===== src/design/ccc_pkg.sv =====
// Shared types, constants and calendar helper functions for the calendar clock counter.
package ccc_pkg;

    localparam int unsigned BASE_YEAR = 2000;
    localparam int unsigned END_YEAR  = 2100;
    localparam int unsigned YEAR_SPAN = END_YEAR - BASE_YEAR;

    localparam int unsigned YEAR_OFF_W = 7;

    typedef enum logic [1:0] {
        KIND_TICK       = 2'd0,
        KIND_LOAD_CALC  = 2'd1,
        KIND_LOAD_GIVEN = 2'd2
    } kind_t;

    // One input word as held in the input register.
    typedef struct packed {
        logic [1:0]  kind;
        logic [15:0] load_year;
        logic [7:0]  load_month;
        logic [7:0]  load_day;
        logic [7:0]  load_weekday;
        logic [7:0]  load_hour;
        logic [7:0]  load_minute;
        logic [7:0]  load_second;
    } item_t;

    // One result word.
    typedef struct packed {
        logic [11:0] year;
        logic [3:0]  month;
        logic [4:0]  day;
        logic [2:0]  weekday;
        logic [4:0]  hour;
        logic [5:0]  minute;
        logic [5:0]  second;
    } cal_time_t;

    // Length of a month (1..12); leap selects 29 days for February.
    function automatic logic [4:0] days_in(input logic [3:0] month, input logic leap);
        unique case (month)
            4'd2:    return leap ? 5'd29 : 5'd28;
            4'd4,
            4'd6,
            4'd9,
            4'd11:   return 5'd30;
            default: return 5'd31;
        endcase
    endfunction

    // Month offsets of the weekday rule.
    function automatic logic [2:0] month_key(input logic [3:0] month);
        unique case (month)
            4'd1:    return 3'd0;
            4'd2:    return 3'd3;
            4'd3:    return 3'd2;
            4'd4:    return 3'd5;
            4'd5:    return 3'd0;
            4'd6:    return 3'd3;
            4'd7:    return 3'd5;
            4'd8:    return 3'd1;
            4'd9:    return 3'd4;
            4'd10:   return 3'd6;
            4'd11:   return 3'd2;
            4'd12:   return 3'd4;
            default: return 3'd0;
        endcase
    endfunction

    // Remainder by 7: octal digits fold because 8 is 1 mod 7.
    function automatic logic [2:0] mod7(input logic [7:0] x);
        logic [4:0] s1;
        logic [3:0] s2;
        s1 = 5'(x[7:6]) + 5'(x[5:3]) + 5'(x[2:0]);
        s2 = 4'(s1[4:3]) + 4'(s1[2:0]);
        if (s2 >= 4'd7)
        begin
            return 3'(s2 - 4'd7);
        end
        return s2[2:0];
    endfunction

endpackage


===== src/design/ccc_item_if.sv =====
// Input channel of the calendar clock counter: valid/ready plus one item word.
interface ccc_item_if;
    logic        valid;
    logic        ready;
    logic [1:0]  kind;
    logic [15:0] load_year;
    logic [7:0]  load_month;
    logic [7:0]  load_day;
    logic [7:0]  load_weekday;
    logic [7:0]  load_hour;
    logic [7:0]  load_minute;
    logic [7:0]  load_second;

    modport source (
        output valid, kind, load_year, load_month, load_day, load_weekday,
               load_hour, load_minute, load_second,
        input  ready
    );

    modport sink (
        input  valid, kind, load_year, load_month, load_day, load_weekday,
               load_hour, load_minute, load_second,
        output ready
    );
endinterface


===== src/design/ccc_time_if.sv =====
// Result channel of the calendar clock counter: valid/ready plus one time word.
interface ccc_time_if;
    logic        valid;
    logic        ready;
    logic [11:0] year;
    logic [3:0]  month;
    logic [4:0]  day;
    logic [2:0]  weekday;
    logic [4:0]  hour;
    logic [5:0]  minute;
    logic [5:0]  second;

    modport source (
        output valid, year, month, day, weekday, hour, minute, second,
        input  ready
    );

    modport sink (
        input  valid, year, month, day, weekday, hour, minute, second,
        output ready
    );
endinterface


===== src/design/ccc_in_stage.sv =====
// Input register: captures one item word and holds it until the calendar takes it.
module ccc_in_stage
    import ccc_pkg::*;
(
    input  logic            clk,
    input  logic            rst_n,
    ccc_item_if.sink        item,
    input  logic            take,
    output logic            valid,
    output item_t           data
);

    logic  valid_reg;
    logic  valid_next;
    item_t data_reg;
    logic  accept;

    assign item.ready = !valid_reg || take;
    assign accept     = item.valid && item.ready;

    always_comb
    begin
        valid_next = valid_reg;
        if (accept)
        begin
            valid_next = 1'b1;
        end
        else if (take)
        begin
            valid_next = 1'b0;
        end
    end

    always_ff @(posedge clk or negedge rst_n)
    begin
        if (!rst_n)
        begin
            valid_reg <= 1'b0;
        end
        else
        begin
            valid_reg <= valid_next;
        end
    end

    always_ff @(posedge clk)
    begin
        if (accept)
        begin
            data_reg <= '{
                kind:         item.kind,
                load_year:    item.load_year,
                load_month:   item.load_month,
                load_day:     item.load_day,
                load_weekday: item.load_weekday,
                load_hour:    item.load_hour,
                load_minute:  item.load_minute,
                load_second:  item.load_second
            };
        end
    end

    assign valid = valid_reg;
    assign data  = data_reg;

endmodule


===== src/design/ccc_calendar.sv =====
// Calendar state registers with the tick carry chain and the load clean-up logic.
module ccc_calendar
    import ccc_pkg::*;
(
    input  logic      clk,
    input  logic      rst_n,
    input  logic      step,
    input  item_t     cmd,
    output cal_time_t upd
);

    logic [5:0]            sec_reg,  sec_next;
    logic [5:0]            min_reg,  min_next;
    logic [4:0]            hour_reg, hour_next;
    logic [4:0]            day_reg,  day_next;
    logic [3:0]            month_reg, month_next;
    logic [YEAR_OFF_W-1:0] year_reg, year_next;
    logic [2:0]            wday_reg, wday_next;

    // tick path
    logic                  sec_wrap, min_wrap, hour_wrap, day_wrap, month_wrap;
    logic [5:0]            t_sec, t_min;
    logic [4:0]            t_hour, t_day;
    logic [3:0]            t_month;
    logic [YEAR_OFF_W-1:0] t_year;
    logic [2:0]            t_wday;

    // load path
    logic                  year_ok, month_ok, day_ok, early;
    logic [YEAR_OFF_W-1:0] l_year, shift_year;
    logic [3:0]            l_month;
    logic [4:0]            l_dim, l_day;
    logic [6:0]            key_base;
    logic [7:0]            key_sum;
    logic [2:0]            w_calc, w_given;
    logic [4:0]            l_hour;
    logic [5:0]            l_min, l_sec;

    // Tick: ripple the carry from seconds up to the year.
    always_comb
    begin
        sec_wrap   = (sec_reg == 6'd59);
        min_wrap   = (min_reg == 6'd59);
        hour_wrap  = (hour_reg == 5'd23);
        day_wrap   = (day_reg >= days_in(month_reg, year_reg[1:0] == 2'b00));
        month_wrap = (month_reg == 4'd12);

        t_sec   = sec_wrap ? 6'd0 : sec_reg + 6'd1;
        t_min   = min_reg;
        t_hour  = hour_reg;
        t_day   = day_reg;
        t_month = month_reg;
        t_year  = year_reg;
        t_wday  = wday_reg;
        if (sec_wrap)
        begin
            t_min = min_wrap ? 6'd0 : min_reg + 6'd1;
            if (min_wrap)
            begin
                t_hour = hour_wrap ? 5'd0 : hour_reg + 5'd1;
                if (hour_wrap)
                begin
                    t_wday = (wday_reg >= 3'd7) ? 3'd1 : wday_reg + 3'd1;
                    t_day  = day_wrap ? 5'd1 : day_reg + 5'd1;
                    if (day_wrap)
                    begin
                        t_month = month_wrap ? 4'd1 : month_reg + 4'd1;
                        if (month_wrap)
                        begin
                            // wrap 2099 back to 2000
                            t_year = (year_reg == YEAR_OFF_W'(YEAR_SPAN - 1))
                                   ? '0 : year_reg + 1'b1;
                        end
                    end
                end
            end
        end
    end

    // Load: clean each field, then derive the weekday from the cleaned date.
    always_comb
    begin
        year_ok  = (cmd.load_year >= 16'(BASE_YEAR)) && (cmd.load_year < 16'(END_YEAR));
        l_year   = year_ok ? YEAR_OFF_W'(cmd.load_year - 16'(BASE_YEAR)) : '0;
        month_ok = (cmd.load_month >= 8'd1) && (cmd.load_month <= 8'd12);
        l_month  = month_ok ? cmd.load_month[3:0] : 4'd1;
        l_dim    = days_in(l_month, l_year[1:0] == 2'b00);
        day_ok   = (cmd.load_day != 8'd0) && (cmd.load_day <= {3'b000, l_dim});
        l_day    = day_ok ? cmd.load_day[4:0] : 5'd1;

        // Year term mod 7 reduces to k + floor(k/4), k = offset less one in Jan/Feb.
        early      = (l_month < 4'd3);
        shift_year = l_year - YEAR_OFF_W'(early);
        if (early && (l_year == '0))
        begin
            key_base = 7'd5;   // 1999 folds to -2, i.e. 5 mod 7
        end
        else
        begin
            key_base = shift_year + (shift_year >> 2);
        end
        key_sum = 8'(key_base) + 8'(month_key(l_month)) + 8'(l_day);
        w_calc  = mod7(key_sum) + 3'd1;

        w_given = ((cmd.load_weekday >= 8'd1) && (cmd.load_weekday <= 8'd7))
                ? cmd.load_weekday[2:0] : 3'd1;

        l_hour = (cmd.load_hour   > 8'd23) ? 5'd0 : cmd.load_hour[4:0];
        l_min  = (cmd.load_minute > 8'd59) ? 6'd0 : cmd.load_minute[5:0];
        l_sec  = (cmd.load_second > 8'd59) ? 6'd0 : cmd.load_second[5:0];
    end

    always_comb
    begin
        sec_next   = sec_reg;
        min_next   = min_reg;
        hour_next  = hour_reg;
        day_next   = day_reg;
        month_next = month_reg;
        year_next  = year_reg;
        wday_next  = wday_reg;
        unique case (kind_t'(cmd.kind))
            KIND_TICK:
            begin
                sec_next   = t_sec;
                min_next   = t_min;
                hour_next  = t_hour;
                day_next   = t_day;
                month_next = t_month;
                year_next  = t_year;
                wday_next  = t_wday;
            end
            KIND_LOAD_CALC,
            KIND_LOAD_GIVEN:
            begin
                sec_next   = l_sec;
                min_next   = l_min;
                hour_next  = l_hour;
                day_next   = l_day;
                month_next = l_month;
                year_next  = l_year;
                wday_next  = (kind_t'(cmd.kind) == KIND_LOAD_GIVEN) ? w_given : w_calc;
            end
            default:
            begin
                // unused kind: hold the time
            end
        endcase
    end

    always_ff @(posedge clk or negedge rst_n)
    begin
        if (!rst_n)
        begin
            sec_reg   <= 6'd0;
            min_reg   <= 6'd0;
            hour_reg  <= 5'd0;
            day_reg   <= 5'd1;
            month_reg <= 4'd1;
            year_reg  <= '0;
            wday_reg  <= 3'd7;
        end
        else if (step)
        begin
            sec_reg   <= sec_next;
            min_reg   <= min_next;
            hour_reg  <= hour_next;
            day_reg   <= day_next;
            month_reg <= month_next;
            year_reg  <= year_next;
            wday_reg  <= wday_next;
        end
    end

    assign upd = '{
        year:    12'(BASE_YEAR) + 12'(year_next),
        month:   month_next,
        day:     day_next,
        weekday: wday_next,
        hour:    hour_next,
        minute:  min_next,
        second:  sec_next
    };

endmodule


===== src/design/ccc_out_stage.sv =====
// Result register: holds one time word until the receiver takes it.
module ccc_out_stage
    import ccc_pkg::*;
(
    input  logic        clk,
    input  logic        rst_n,
    input  logic        load,
    input  cal_time_t   data,
    output logic        free,
    ccc_time_if.source  result
);

    logic      valid_reg;
    logic      valid_next;
    cal_time_t data_reg;

    assign free = !valid_reg || result.ready;

    always_comb
    begin
        valid_next = valid_reg;
        if (load)
        begin
            valid_next = 1'b1;
        end
        else if (result.ready)
        begin
            valid_next = 1'b0;
        end
    end

    always_ff @(posedge clk or negedge rst_n)
    begin
        if (!rst_n)
        begin
            valid_reg <= 1'b0;
        end
        else
        begin
            valid_reg <= valid_next;
        end
    end

    always_ff @(posedge clk)
    begin
        if (load)
        begin
            data_reg <= data;
        end
    end

    assign result.valid   = valid_reg;
    assign result.year    = data_reg.year;
    assign result.month   = data_reg.month;
    assign result.day     = data_reg.day;
    assign result.weekday = data_reg.weekday;
    assign result.hour    = data_reg.hour;
    assign result.minute  = data_reg.minute;
    assign result.second  = data_reg.second;

endmodule


===== src/design/calendar_clock_counter.sv =====
// Top level of the calendar clock counter (years 2000 to 2099).
//
// Channels: "item" takes one word per handshake (valid and ready high at a
// rising edge). Kind tick advances the time by one second with carries up to
// the year; kind load with computed weekday sets date and time and derives the
// weekday from the date; kind load with given weekday takes it from the word.
// Out-of-range load fields are cleaned (year to 2000, month/day/weekday to 1,
// hour/minute/second to 0). Kind 3 leaves the time alone.
// "result" returns one word per item: the time as it stands after that item.
//
// Flow: the input register captures the word at the accepting edge; the
// calendar update lands in the result register once that register is free
// (empty or being taken), and the result is valid from then on.
// Throughput: one item per cycle while the receiver keeps result.ready high;
// the input and result registers let a new word enter while a finished
// result still waits.
//
// Reset (rst_n low, asynchronous): both stages empty, time set to
// Saturday 1 Jan 2000 00:00:00.
// Receiver stall: the result register holds its word, the calendar stops,
// the input register fills and then item.ready drops. Nothing is lost.
module calendar_clock_counter
    import ccc_pkg::*;
(
    input  logic        clk,
    input  logic        rst_n,
    ccc_item_if.sink    item,
    ccc_time_if.source  result
);

    logic      held_valid;
    item_t     held_item;
    logic      out_free;
    logic      step;
    cal_time_t upd_time;

    // Advance the held word whenever the result register can take its answer.
    assign step = held_valid && out_free;

    ccc_in_stage u_in_stage (
        .clk   (clk),
        .rst_n (rst_n),
        .item  (item),
        .take  (step),
        .valid (held_valid),
        .data  (held_item)
    );

    ccc_calendar u_calendar (
        .clk   (clk),
        .rst_n (rst_n),
        .step  (step),
        .cmd   (held_item),
        .upd   (upd_time)
    );

    ccc_out_stage u_out_stage (
        .clk    (clk),
        .rst_n  (rst_n),
        .load   (step),
        .data   (upd_time),
        .free   (out_free),
        .result (result)
    );

endmodule


===== src/flat_wrapper.sv =====
// flat-port wrapper written by rule: the top's interface ports become plain ports
module calendar_clock_counter_flat import ccc_pkg::*;
  (clk, rst_n, item_valid, item_kind, item_load_year, item_load_month, item_load_day, item_load_weekday, item_load_hour, item_load_minute, item_load_second, item_ready, result_valid, result_year, result_month, result_day, result_weekday, result_hour, result_minute, result_second, result_ready);
  ccc_item_if item_i ();
  ccc_time_if result_i ();
  input  logic clk;
  input  logic rst_n;
  input wire logic [$bits(item_i.valid)-1:0] item_valid;
  input wire logic [$bits(item_i.kind)-1:0] item_kind;
  input wire logic [$bits(item_i.load_year)-1:0] item_load_year;
  input wire logic [$bits(item_i.load_month)-1:0] item_load_month;
  input wire logic [$bits(item_i.load_day)-1:0] item_load_day;
  input wire logic [$bits(item_i.load_weekday)-1:0] item_load_weekday;
  input wire logic [$bits(item_i.load_hour)-1:0] item_load_hour;
  input wire logic [$bits(item_i.load_minute)-1:0] item_load_minute;
  input wire logic [$bits(item_i.load_second)-1:0] item_load_second;
  output wire logic [$bits(item_i.ready)-1:0] item_ready;
  output wire logic [$bits(result_i.valid)-1:0] result_valid;
  output wire logic [$bits(result_i.year)-1:0] result_year;
  output wire logic [$bits(result_i.month)-1:0] result_month;
  output wire logic [$bits(result_i.day)-1:0] result_day;
  output wire logic [$bits(result_i.weekday)-1:0] result_weekday;
  output wire logic [$bits(result_i.hour)-1:0] result_hour;
  output wire logic [$bits(result_i.minute)-1:0] result_minute;
  output wire logic [$bits(result_i.second)-1:0] result_second;
  input wire logic [$bits(result_i.ready)-1:0] result_ready;
  assign item_i.valid = item_valid;
  assign item_i.kind = item_kind;
  assign item_i.load_year = item_load_year;
  assign item_i.load_month = item_load_month;
  assign item_i.load_day = item_load_day;
  assign item_i.load_weekday = item_load_weekday;
  assign item_i.load_hour = item_load_hour;
  assign item_i.load_minute = item_load_minute;
  assign item_i.load_second = item_load_second;
  assign item_ready = item_i.ready;
  assign result_valid = result_i.valid;
  assign result_year = result_i.year;
  assign result_month = result_i.month;
  assign result_day = result_i.day;
  assign result_weekday = result_i.weekday;
  assign result_hour = result_i.hour;
  assign result_minute = result_i.minute;
  assign result_second = result_i.second;
  assign result_i.ready = result_ready;
  calendar_clock_counter u_core (.clk(clk), .rst_n(rst_n), .item(item_i), .result(result_i));
endmodule

===== config.mk =====
export PLATFORM = sky130hd
export DESIGN_NAME = calendar_clock_counter_flat
export DESIGN_NICKNAME = d
export VERILOG_FILES = /design/src/design/ccc_pkg.sv /design/src/design/ccc_item_if.sv /design/src/design/ccc_time_if.sv /design/src/design/ccc_in_stage.sv /design/src/design/ccc_calendar.sv /design/src/design/ccc_out_stage.sv /design/src/design/calendar_clock_counter.sv /design/src/flat_wrapper.sv
export SDC_FILE = /design/constraint.sdc
export NUM_CORES = 1
export LEC_CHECK = 0
export BUFFER_PORTS_ARGS = -buffer_cell sky130_fd_sc_hd__clkbuf_2
export CAP_MARGIN = 30
export CORE_ASPECT_RATIO = 1.1
export CORE_MARGIN = 4
export CORE_UTILIZATION = 58
export CTS_CLUSTER_SIZE = 8
export DETAILED_ROUTE_END_ITERATION = 8
export GPL_TIMING_DRIVEN = 0
export PLACE_DENSITY_LB_ADDON = 0.12
export SYNTH_ARGS = -nofsm -noshare
export SYNTH_HDL_FRONTEND = slang
export SYNTH_SLANG_ARGS = --single-unit

===== constraint.sdc =====
create_clock -name clk -period 10.8 [get_ports clk]
set_clock_uncertainty 0.05 [all_clocks]
set_input_delay 1.08 -clock clk [delete_from_list [all_inputs] [get_ports clk]]
set_output_delay 1.08 -clock clk [all_outputs]
set_load 0.005 [all_outputs]

---- After elaboration in Yosys (flattened, before gate mapping) ----
Memories as Yosys holds them, arrays and structs flattened.
Index checks and enable logic that the tools add are counted.
cells by class
  $add $sub $neg .......................... 18
  $lt $le $gt $ge ......................... 14
  eq/ne operators ......................... 17
  multiplexer cells ....................... 52
  reduce and logical (&&, ||, !) cells .... 21
operators with widths
  operator               number
  $mux 7                 8
  $mux 5                 9
  $mux 6                 5
  $mux 3                 8
  $mux 4                 6
  $pmux 6 s2             2
  $eq 4x4->1 const B     5
  $pmux 5 s2             2
  $eq 4x3->1 const B     4
  $ge 16x11->1 const B   1
  $ge 8x1->1 const B     2
  $gt 8x6->1 const B     2
  $lt 16x12->1 const B   1
  $pmux 7 s2             1
  $add 11x7->12 const A  1
  $add 6x1->6 const B    2
  $eq 6x6->1 const B     2
  $add 5x1->5 const B    2
  $add 2x3->4            2
  $add 7x3->8            1
  $add 8x5->8            1
  $eq 4x2->1 const B     2
  $gt 8x5->1 const B     1
  $le 8x3->1 const B     1
  other kinds (31)       51
storage, ports and cells
  flip-flop bits (word level) ............. 145
  ROM bits ................................ 48
  input port bits ......................... 70
  output and inout port bits .............. 43
  logic and storage cells ................. 147
  memories kept ........................... 1
memory list
  name              words  bits a word  read ports  clocked after memory_dff  wr ports  line           RTL
  (name not given)  16     3            1           0                         0         ccc_pkg.sv:53  unique case (month)

---- Depth between registers and ports, before layout ----
Gate-level depths: netlist (run 1).
  depth after elaboration ................. 19
  depth in mapped cells ................... 38
  mapped depth without buffers ............ 37

---- Modules after synthesis ----
A second synthesis (run 1) with hierarchy kept.
second synthesis, totals
  cells, all modules ...................... 713
  area, all modules ....................... 8018.9 µm²
modules (own cells, without submodules)
  module                  instances  cells an instance  area each (µm²)  sequential area each (µm²)
  ccc_calendar            1          598                4698.3           907.1
  ccc_in_stage            1          70                 2035.7           2006.9
  ccc_out_stage           1          44                 1278.7           1256.2
  calendar_clock_counter  1          1                  6.3              0.0

---- Worst setup path before layout (run 1) ----
No wires, ideal clock.
  kind .................................... reg-to-reg
  start ................................... reg u_core.u_in_stage.data_reg, in the netlist u_core.u_in_stage.data[47]
  end ..................................... reg u_core.u_calendar.wday_reg[1]
  setup time .............................. 0.082 ns
  data arrival time ....................... 8.249 ns
  data required time ...................... 10.668 ns
  slack ................................... 2.419 ns
  cell stages (with the launch flop) ...... 35
  buffers on the path ..................... 0
  period minus slack after synthesis ...... 8.381 ns
  path through ............................ edfxtp_1 -> nor4_1 -> o21ai_0 -> or3_1 -> ha_1 -> a21oi_1 -> ha_1 -> ha_1 -> xnor2_1 -> ha_1 -> fa_1 -> nor2b_1 -> fa_1 -> ha_1 -> fa_1 -> a21o_1 -> a21oi_1 -> nor2b_1 -> o21ai_0 -> fa_1 -> inv_1 -> ha_1 -> inv_1 -> fa_1 -> xnor2_1 -> ha_1 -> fa_1 -> ha_1 -> inv_1 -> o22ai_1 -> mux2_2 -> ha_1 -> a22oi_1 -> o221ai_1 -> mux2_2
RTL lines
  item                    line                 RTL
  start, declared         ccc_in_stage.sv:15   item_t data_reg;
  start signal, assigned  ccc_in_stage.sv:50   data_reg <= '{
  end signal, assigned    ccc_calendar.sv:171  wday_reg <= wday_next;
  end, declared           ccc_calendar.sv:18   logic [2:0] wday_reg, wday_next;

==> results.ini, run 1 <==
[synthesis]
synth-seq-cells=143
synth_top_area_cell=edfxtp_1
yosys_warnings=0
synth_top_area_frac=0.3977
synthFlopType=edfxtp_1
synthXorXnorAreaFrac=0.01767
yosys-top-cells-area=edfxtp_1 40%, dfrtp_1 10%, ha_1 7.7%, mux2_2 4.7%, o21ai_0 2.8%
ys_seq_area_frac=0.5184
synth-adder-area-share=0.1000
synthSimpleGateAreaFrac=0.1316
async_flop_share=0.2657
netlist_instances=692
synth-compound-area-share=0.1423
synth_edf_count=105
syn_area_per_cell_um2=11.46
syn_nets=820
synth_top_family_by_area=compound AO/OA/AOI/OAI gates
synth.distinct_cells=71
syn_area_um2=7929
synthMuxAreaShare=0.05444

[worst_setup_path]
crit_fanout=7
worstSetupPathType=reg -> reg
cp_slowest_cell=fa_1
end_kind=flop
cp_common_cell=ha_1
start_kind=flop
arrival_ns=9.68
rr_worst_depth=34
required_ns=11.10
cpPeakStageDelay_ns=0.50

[sta]
finalMaxSlewViolations=0
setup_slack_ns=1.419
rsz0062_at_grt=false
fmax_mhz=106.6
finalSetupTns_ns=0
final-hold-violation-count=0
setup_viol=0
worstMarginPinSlew_ns=0.9031
period_needed_ns=9.381
relSlewSlack=0.3957
min_period_over_period=0.8686

[routing]
drt_wl_total_mm=18.86
drtAntennaViolNets=0
drt-pass1-iter-count=5
drc=0
drt_iter0_drc=473
drt-vias-per-instance=5.956
wl_per_cell_um=18.42
via_count=6099

[global_route]
grt.total_usage=0.2509
grt_first_pass_wirelength_mm=30.46
antenna_found_initial=0
grt_max_degree=45
grt_pass1_vias=6124
grt-ovfl-total=0

[placed_design]
placed_area_um2=8782
dpl.hpwl_mm=14.13
numPortBuffers=112
dp_slack_ns=1.428
gp_congestion=0.8704

[worst_hold_path]
hold_class=reg -> reg
hold_depth=1

[clocking]
clockBufferDepth=2
cts_post_setup_buffers_inserted=0
cts-root-buf=clkbuf_16
insertion_delay_ns=0.43
hold_buffers=0
cts_made_buffers=17
cts-resized-gates=0
cts.clk_slew.worst_paths_ns=0.06
h-tree-depth=4
clock_sinks=143
tritoncts=done

[floorplanning]
io_pins=113
core-area_um2=13320
placementRows=44
die_w_um=119.5
die-area_um2=15610
initial_core_util=0.5951
die_h_um=130.6

[power]
power_density_nw_per_um2=164.1
cell_internal_pwr_mw=1.112
switching_share=0.2778
leakagePower_nw=3.860
power.switching_mw=0.4277
seqPwrFrac=0.453
combPwrFrac=0.161
pwr-share-clk=0.385
max-vdd-ir-drop_v=0.0001058

[job]
cap_violations=0

[layout]
nets=955
largest_reg_flops=66
syn2layout_area_growth_pct=18.38
stdcell_area_um2=9387
antenna_cells=0
drive_gt1_frac=0.2488

[run_status]
status=finished clean

-- area by class of cell --
| cell class | instances | area [um^2] |
|---|---|---|
| Fill cell | 1006 | 3936 |
| Inverter | 44 | 165.2 |
| Clock buffer | 17 | 425.4 |
| Tap cell | 184 | 230.2 |
| Multi-Input combinational cell | 480 | 3538 |
| Sequential cell | 143 | 4110 |
| Timing Repair Buffer | 116 | 625.6 |
| Buffer | 25 | 117.6 |
| Clock inverter | 15 | 173.9 |
-- worst max-delay path, delay by kind of cell (launching register included) --
family / cells / cell delay [ns]
adder cells (fa/ha/maj): 15 / 4.92
AO/OA/AOI/OAI: 8 / 1.76
AND/OR/NAND/NOR: 4 / 1.08
multiplexers: 2 / 0.69
flip-flops: 1 / 0.36
XOR/XNOR: 2 / 0.29
buffers and inverters: 3 / 0.19
-- path summary, 6_finish.rpt --
path / slack [ns] / to / from
min: 0.46 / u_core.u_out_stage.result.valid$_DFFE_PN0P_ / u_core.u_in_stage.valid$_DFFE_PN0P_
max in group asynchronous: 9.67 / u_core.u_calendar.wday_reg[2]$_DFFE_PN1P_ / rst_n
min reg2reg: 0.46 / u_core.u_out_stage.result.valid$_DFFE_PN0P_ / u_core.u_in_stage.valid$_DFFE_PN0P_
max: 1.42 / u_core.u_calendar.wday_reg[1]$_DFFE_PN1P_ / u_core.u_in_stage.data[47]$_DFFE_PP_
min in group asynchronous: 0.49 / u_core.u_calendar.month_reg[1]$_DFFE_PN0P_ / rst_n
max reg2reg: 1.42 / u_core.u_calendar.wday_reg[1]$_DFFE_PN1P_ / u_core.u_in_stage.data[47]$_DFFE_PP_
-- synth_stat cells (7+ instances only) --
master	number
a21o_1	9
a21oi_1	41
a31oi_1	10
and2_1	10
clkbuf_1	15
dfrtp_1	33
edfxtp_1	105
fa_1	9
ha_1	49
inv_1	44
mux2_2	33
nand2_1	52
nand3_1	12
nand4_1	12
nor2_1	34
nor3_1	13
nor4_1	13
o21ai_0	45
o22ai_1	9
xnor2_1	9
xor2_1	7
-- cell usage in the layout (no fill, tap or decap), drive strengths merged, types with 13 or more instances in the layout --
cell type  count
a21oi         41
mux2          33
edfxtp       105
clkbuf       144
inv           52
buf           14
nor2          36
nand2         53
o21ai         50
nor4          14
ha            49
dfrtp         33
nand3         13
nor3          14
-- logic make-up (layout without fill, tap and decap cells) --
logic type / after synthesis / count (layout)
AO/OA/AOI/OAI: 174 / 174
XOR/XNOR: 16 / 16
adder cells (fa/ha/maj): 58 / 58
buffers and inverters: 69 / 217
flip-flops: 143 / 143
multiplexers: 39 / 39
AND/OR/NAND/NOR: 193 / 193
-- stage by stage --
step	instances	utilization	hold slack [ns]	power (mW)
after detailed placement	991	0.6592	0.4419	0.9551
after global placement	988	0.6545	0.4196	0.9401
after floorplan	692	-	0.4072	0.8567
final	1024	0.7045	0.4570	1.540
after global routing	1024	0.7045	0.4732	1.609
after CTS	1023	0.7042	0.4582	1.546
-- metal layers --
metal	global-route usage	routed length (um)	vias to the layer above
li1	-	-	2881
met1	0.3217	7968	2978
met2	0.4322	9479	208
met3	0.04864	1127	32
met4	0.08693	284	0
met5	0	0	-
-- power groups by stage --
stage / registers, mW / clock network, mW / logic [mW]
4_1_cts: 0.697 / 0.600 / 0.250
5_1_grt: 0.704 / 0.627 / 0.279
3_5_place_dp: 0.707 / 0 / 0.248
6_report: 0.698 / 0.593 / 0.249
2_1_floorplan: 0.699 / 0 / 0.158
3_3_place_gp: 0.707 / 0 / 0.233
Power figures use the tool's default switching activity.
==> inputs of run 2 (changes only) <==
--- a/config.mk
+++ b/config.mk
@@ -7,7 +7,6 @@
 export LEC_CHECK = 0
 export BUFFER_PORTS_ARGS = -buffer_cell sky130_fd_sc_hd__clkbuf_2
 export CAP_MARGIN = 30
-export CORE_ASPECT_RATIO = 1.1
 export CORE_MARGIN = 4
 export CORE_UTILIZATION = 58
 export CTS_CLUSTER_SIZE = 8
==> results.ini, run 2 (synthesized netlist as in run 1, its figures left out) <==
[layout]
register_area_um2=4110  ; unchanged
layout_commonest_cell=clkbuf_2
multi_input_area_um2=3538  ; unchanged
nets=954  ; -0.10%
antenna_cells=0  ; unchanged
largest_reg_flops=66  ; unchanged
fillers=962  ; -4.4%
syn2layout_area_growth_pct=17.94
drive_gt1_frac=0.2431  ; -0.005663
final_cells=1015  ; -0.88%
layout_common_cells=112 x clkbuf_2, 105 x edfxtp_1, 52 x nand2_1

[worst_setup_path]
worstSetupPathType=reg -> reg
required_ns=10.89  ; -0.21 ns
end_kind=flop
crit_fanout=7  ; unchanged
cp.buffers_inverters=3  ; unchanged
cp_common_cell=ha_1
arrival_ns=9.75  ; +0.07 ns
cp_slowest_cell=fa_1
cpPeakStageDelay_ns=0.52  ; +0.02 ns
rrSetupSlack_ns=1.14  ; -0.28 ns
start_kind=flop
critPathTopFamily=adder cells

[sta]
fmax_mhz=103.5  ; -2.9%
rsz0062_at_grt=false
setup_viol=0  ; unchanged
final-hold-violation-count=0  ; unchanged
finalMaxSlewViolations=0  ; unchanged
finalSetupTns_ns=0  ; unchanged
period_needed_ns=9.660  ; +0.2781 ns
worstMarginPinSlew_ns=1.001  ; +0.09816 ns
relSlewSlack=0.3263  ; -0.06937
min_period_over_period=0.8944  ; +0.02575

[global_route]
grt_max_degree=35  ; -22%
grt-ovfl-total=0  ; unchanged
grt.total_usage=0.2441  ; -0.006793
antenna_found_initial=0  ; unchanged
grt_first_pass_wirelength_mm=30.54  ; +0.25%
grt_pass1_vias=6170  ; +0.75%

[clocking]
clockBufferDepth=2  ; unchanged
cts-resized-gates=0  ; unchanged
hold_buffers=0  ; unchanged
clock_sinks=143  ; unchanged
cts.clk_slew.worst_paths_ns=0.06  ; about the same
insertion_delay_ns=0.43  ; about the same
cts-root-buf=clkbuf_16
cts_made_buffers=17  ; unchanged
h-tree-depth=4  ; unchanged
cts_post_setup_buffers_inserted=0  ; unchanged
tritoncts=done

[routing]
drc=0  ; unchanged
drt_iter0_drc=610  ; +29%
drt-vias-per-instance=6.121  ; +2.8%
drtAntennaViolNets=0  ; unchanged
drt_wl_total_mm=18.70  ; -0.87%
via_count=6213  ; +1.9%
drt-pass1-iter-count=6  ; +1
wl_per_cell_um=18.42  ; about the same

[placed_design]
numPortBuffers=112  ; unchanged
gp_congestion=0.9237  ; +6.1%
dp_cells=983  ; -0.81%
dpl.hpwl_mm=13.65  ; -3.4%

[floorplanning]
io_pins=113  ; unchanged
die_w_um=124.9  ; +4.6%
die_h_um=124.9  ; -4.4%
initial_core_util=0.5964  ; +0.001232
placementRows=42  ; -4.5%
die-area_um2=15610  ; about the same
core-area_um2=13300  ; -0.21%

[job]
cap_violations=0  ; unchanged

[power]
leakagePower_nw=3.846  ; -0.37%
max-vdd-ir-drop_v=0.0001312  ; +24%
power_density_nw_per_um2=161.8  ; -1.4%

[run_status]
status=finished clean

[worst_hold_path]
hold_class=reg -> reg

==> run 2: cell count changes in the layout (fill, tap and decap cells not counted) <==
cell        before  now
clkinv_1         0    3
buf_12           3    2
clkbuf_1        15   16
inv_8            3    1
buf_2            5    4
clkinv_2         1    2
buf_16           0    1
clkinvlp_4       3    2
inv_6            5    1
clkinv_4         1    3
==> run 2: final timing paths <==
kind	from	end	cells after the start
max in group asynchronous	rst_n	u_core.u_calendar.wday_reg[0]$_DFFE_PN1P_	2
min in group asynchronous	rst_n	u_core.u_calendar.hour_reg[4]$_DFFE_PN0P_	1
worst max-delay path	u_core.u_in_stage.data[47]$_DFFE_PP_	u_core.u_out_stage.result.weekday[2]$_DFFE_PP_	34
worst min-delay path	u_core.u_in_stage.valid$_DFFE_PN0P_	u_core.u_out_stage.result.valid$_DFFE_PN0P_	1
worst max register to register	u_core.u_in_stage.data[47]$_DFFE_PP_	u_core.u_out_stage.result.weekday[2]$_DFFE_PP_	34
worst min register to register	u_core.u_in_stage.valid$_DFFE_PN0P_	u_core.u_out_stage.result.valid$_DFFE_PN0P_	1
==> run 2: final cells by class <==
type	count	share of cell area
buffer	25	0.01258
clock buffer	18	0.04589
clock inverter	14	0.01525
inverter	44	0.01766
multi-input combinational	480	0.3784
sequential	143	0.4395
tap	176	0.02355
timing repair buffer	115	0.06717
==> run 2: power by group <==
part	switching, mW	internal, mW	leakage, nW	total [mW]
sequential	0.0397	0.657	1.51	0.697
combinational	0.141	0.108	2.06	0.249
clock	0.228	0.339	0.275	0.567
total	0.409	1.10	3.85	1.51
==> run 2: layer usage <==
layer | global-route usage | up-vias | part of all wire
li1 | - | 2881 | -
met1 | 0.3239 | 2995 | 0.43
met2 | 0.3871 | 295 | 0.47
met3 | 0.05746 | 42 | 0.074
met4 | 0.1059 | 0 | 0.023
met5 | 0 | - | 0
==> run 2: per-stage QoR <==
step | utilization | hold slack, ns | setup WS [ns] | total power [mW] | instance area [um^2]
after CTS | 0.7034 | 0.4427 | 1.230 | 1.516 | 9351
after floorplan | - | 0.4072 | 2.419 | 0.8567 | 7929
after global placement | 0.6551 | 0.4251 | 1.475 | 0.9387 | 8710
final | 0.7034 | 0.4428 | 1.140 | 1.513 | 9351
after detailed placement | 0.6604 | 0.4347 | 1.287 | 0.9516 | 8780
after global routing | 0.7034 | 0.4864 | 0.6447 | 1.585 | 9351
==> inputs of run 3 (changes only) <==
--- a/config.mk
+++ b/config.mk
@@ -13,6 +13,7 @@
 export DETAILED_ROUTE_END_ITERATION = 8
 export GPL_TIMING_DRIVEN = 0
 export PLACE_DENSITY_LB_ADDON = 0.12
+export RECOVER_POWER = 25
 export SYNTH_ARGS = -nofsm -noshare
 export SYNTH_HDL_FRONTEND = slang
 export SYNTH_SLANG_ARGS = --single-unit
==> results.ini, run 3 (synthesized netlist as in run 1, its figures left out) <==
[sta]
setup_viol=0  ; unchanged
rsz0062_at_grt=false
relSlewSlack=0.2824  ; -0.04396
fmax_mhz=103.8  ; +0.22%
final-hold-violation-count=0  ; unchanged
finalSetupTns_ns=0  ; unchanged
setup_slack_ns=1.161  ; +0.02101 ns
finalMaxSlewViolations=0  ; unchanged
timing.hold.ws_ns=0.4427  ; -0.00005000 ns
worstMarginPinSlew_ns=1.076  ; +0.07517 ns
period_needed_ns=9.639  ; -0.02101 ns
min_period_over_period=0.8925  ; -0.001945

[floorplanning]
die_h_um=124.9  ; unchanged
core-area_um2=13300  ; unchanged
die-area_um2=15610  ; unchanged
die_w_um=124.9  ; unchanged
initial_core_util=0.5964  ; unchanged
placementRows=42  ; unchanged
io_pins=113  ; unchanged

[power]
power_density_nw_per_um2=161.8  ; about the same
max-vdd-ir-drop_v=0.0001307  ; -0.34%
leakagePower_nw=3.834  ; -0.31%

[layout]
layout_commonest_cell=clkbuf_2
largest_reg_flops=66  ; unchanged
antenna_cells=0  ; unchanged
nets=954  ; unchanged
drive_gt1_frac=0.2384  ; -0.004768
fillers=963  ; +0.10%
layout_common_cells=108 x clkbuf_2, 105 x edfxtp_1, 52 x nand2_1
syn2layout_area_growth_pct=17.88  ; about the same
final_cells=1015  ; unchanged
fin_util=0.7030  ; about the same

[clocking]
cts_made_buffers=17  ; unchanged
cts.clk_slew.worst_paths_ns=0.06  ; about the same
cts-root-buf=clkbuf_16
cts-resized-gates=0  ; unchanged
h-tree-depth=4  ; unchanged
insertion_delay_ns=0.43  ; about the same
clock_sinks=143  ; unchanged
tritoncts=done
clockBufferDepth=2  ; unchanged
hold_buffers=0  ; unchanged
cts_post_setup_buffers_inserted=0  ; unchanged

[global_route]
grt_max_degree=35  ; unchanged
grt.total_usage=0.2441  ; unchanged
grt-ovfl-total=0  ; unchanged
antenna_found_initial=0  ; unchanged
grt_pass1_vias=6170  ; unchanged
grt_first_pass_wirelength_mm=30.54  ; unchanged

[routing]
drc=0  ; unchanged
drt_wl_total_mm=18.57  ; -0.65%
via_count=6232  ; +0.31%
drtAntennaViolNets=0  ; unchanged
drt-pass1-iter-count=5  ; -1
drt_iter0_drc=611  ; +0.16%
wl_per_cell_um=18.30  ; -0.65%
drt-vias-per-instance=6.140  ; +0.31%

[worst_setup_path]
crit_fanout=7  ; unchanged
start_kind=flop
r2r_start=u_core.u_in_stage.data[47]$_DFFE_PP_
rr_worst_depth=34  ; unchanged
end_kind=flop
rr_endpoint=u_core.u_out_stage.result.weekday[2]$_DFFE_PP_
cpPeakStageDelay_ns=0.52  ; about the same
cp_common_cell=ha_1
cp_slowest_cell=fa_1
required_ns=10.89  ; about the same
rrSetupSlack_ns=1.16  ; +0.02 ns
worstSetupPathType=reg -> reg
arrival_ns=9.73  ; -0.02 ns

[worst_hold_path]
hold_end=u_core.u_out_stage.result.valid$_DFFE_PN0P_
hold_class=reg -> reg
hold_depth=1  ; unchanged
hold_start=u_core.u_in_stage.valid$_DFFE_PN0P_

[job]
cap_violations=0  ; unchanged

[placed_design]
gp_congestion=0.9237  ; unchanged
dp_slack_ns=1.287  ; unchanged
dpl.hpwl_mm=13.65  ; unchanged
numPortBuffers=112  ; unchanged
dp_cells=983  ; unchanged

[run_status]
status=finished clean

-- run 3: changes by cell type in the layout (fill, tap and decap cells not counted) --
cell	delta
clkbuf_1	+4
clkbuf_2	-4
-- run 3: layer usage --
layer | GRT usage | vias to the layer above | wire length, um
met1 | 0.3239 | 2985 | 7858
met4 | 0.1059 | 0 | 442
met2 | 0.3871 | 317 | 8729
met3 | 0.05746 | 42 | 1543
li1 | - | 2888 | -
met5 | 0 | - | 0
-- run 3: through the flow --
stage,power [mW],instance area (um^2)
4_1_cts,1.516,9351
6_report,1.513,9346
5_1_grt,1.585,9346
2_1_floorplan,0.8567,7929
3_3_place_gp,0.9387,8710
3_5_place_dp,0.9516,8780
-- run 3: worst max path at each step --
stage                                                     end  slack (ns)  depth (start not counted)                            startpoint
6_report       u_core.u_out_stage.result.weekday[2]$_DFFE_PP_        1.16                         34  u_core.u_in_stage.data[47]$_DFFE_PP_
2_1_floorplan       u_core.u_calendar.wday_reg[1]$_DFFE_PN1P_        2.42                         34  u_core.u_in_stage.data[47]$_DFFE_PP_
3_5_place_dp   u_core.u_out_stage.result.weekday[2]$_DFFE_PP_        1.29                         34  u_core.u_in_stage.data[47]$_DFFE_PP_
5_1_grt        u_core.u_out_stage.result.weekday[2]$_DFFE_PP_        0.64                         34  u_core.u_in_stage.data[47]$_DFFE_PP_
4_1_cts        u_core.u_out_stage.result.weekday[2]$_DFFE_PP_        1.23                         34  u_core.u_in_stage.data[47]$_DFFE_PP_
3_3_place_gp   u_core.u_out_stage.result.weekday[2]$_DFFE_PP_        1.47                         34  u_core.u_in_stage.data[47]$_DFFE_PP_
-- run 3: worst max-delay path, delay by kind of cell, from the launching register on --
family                     cells  cell delay, ns
buffers and inverters          3            0.18
xor gates and xnor gates       3            0.43
AOI/OAI and AO/OA              8            1.81
DFF                            1            0.38
and+or+nand+nor                4            1.25
adders and majority gates     15            4.83
muxes                          1            0.41
-- run 3: area by class of cell --
class                   count  area, um^2  share of cell area
flip-flops and latches    143        4110              0.4398
multi-input cells         480        3538              0.3786
repair buffers            115       623.1             0.06667
clock buffers              18       429.2             0.04592
well taps                 176       220.2             0.02356
inverters                  44       165.2             0.01767
clock inverters            14       142.6             0.01526
plain buffers              25       117.6             0.01258
-- run 3: report_power, final --
part	leakage [nW]	internal [mW]	switching, mW
registers	1.51	0.657	0.0402
logic	2.05	0.108	0.141
clock network	0.275	0.339	0.228
total	3.83	1.10	0.409
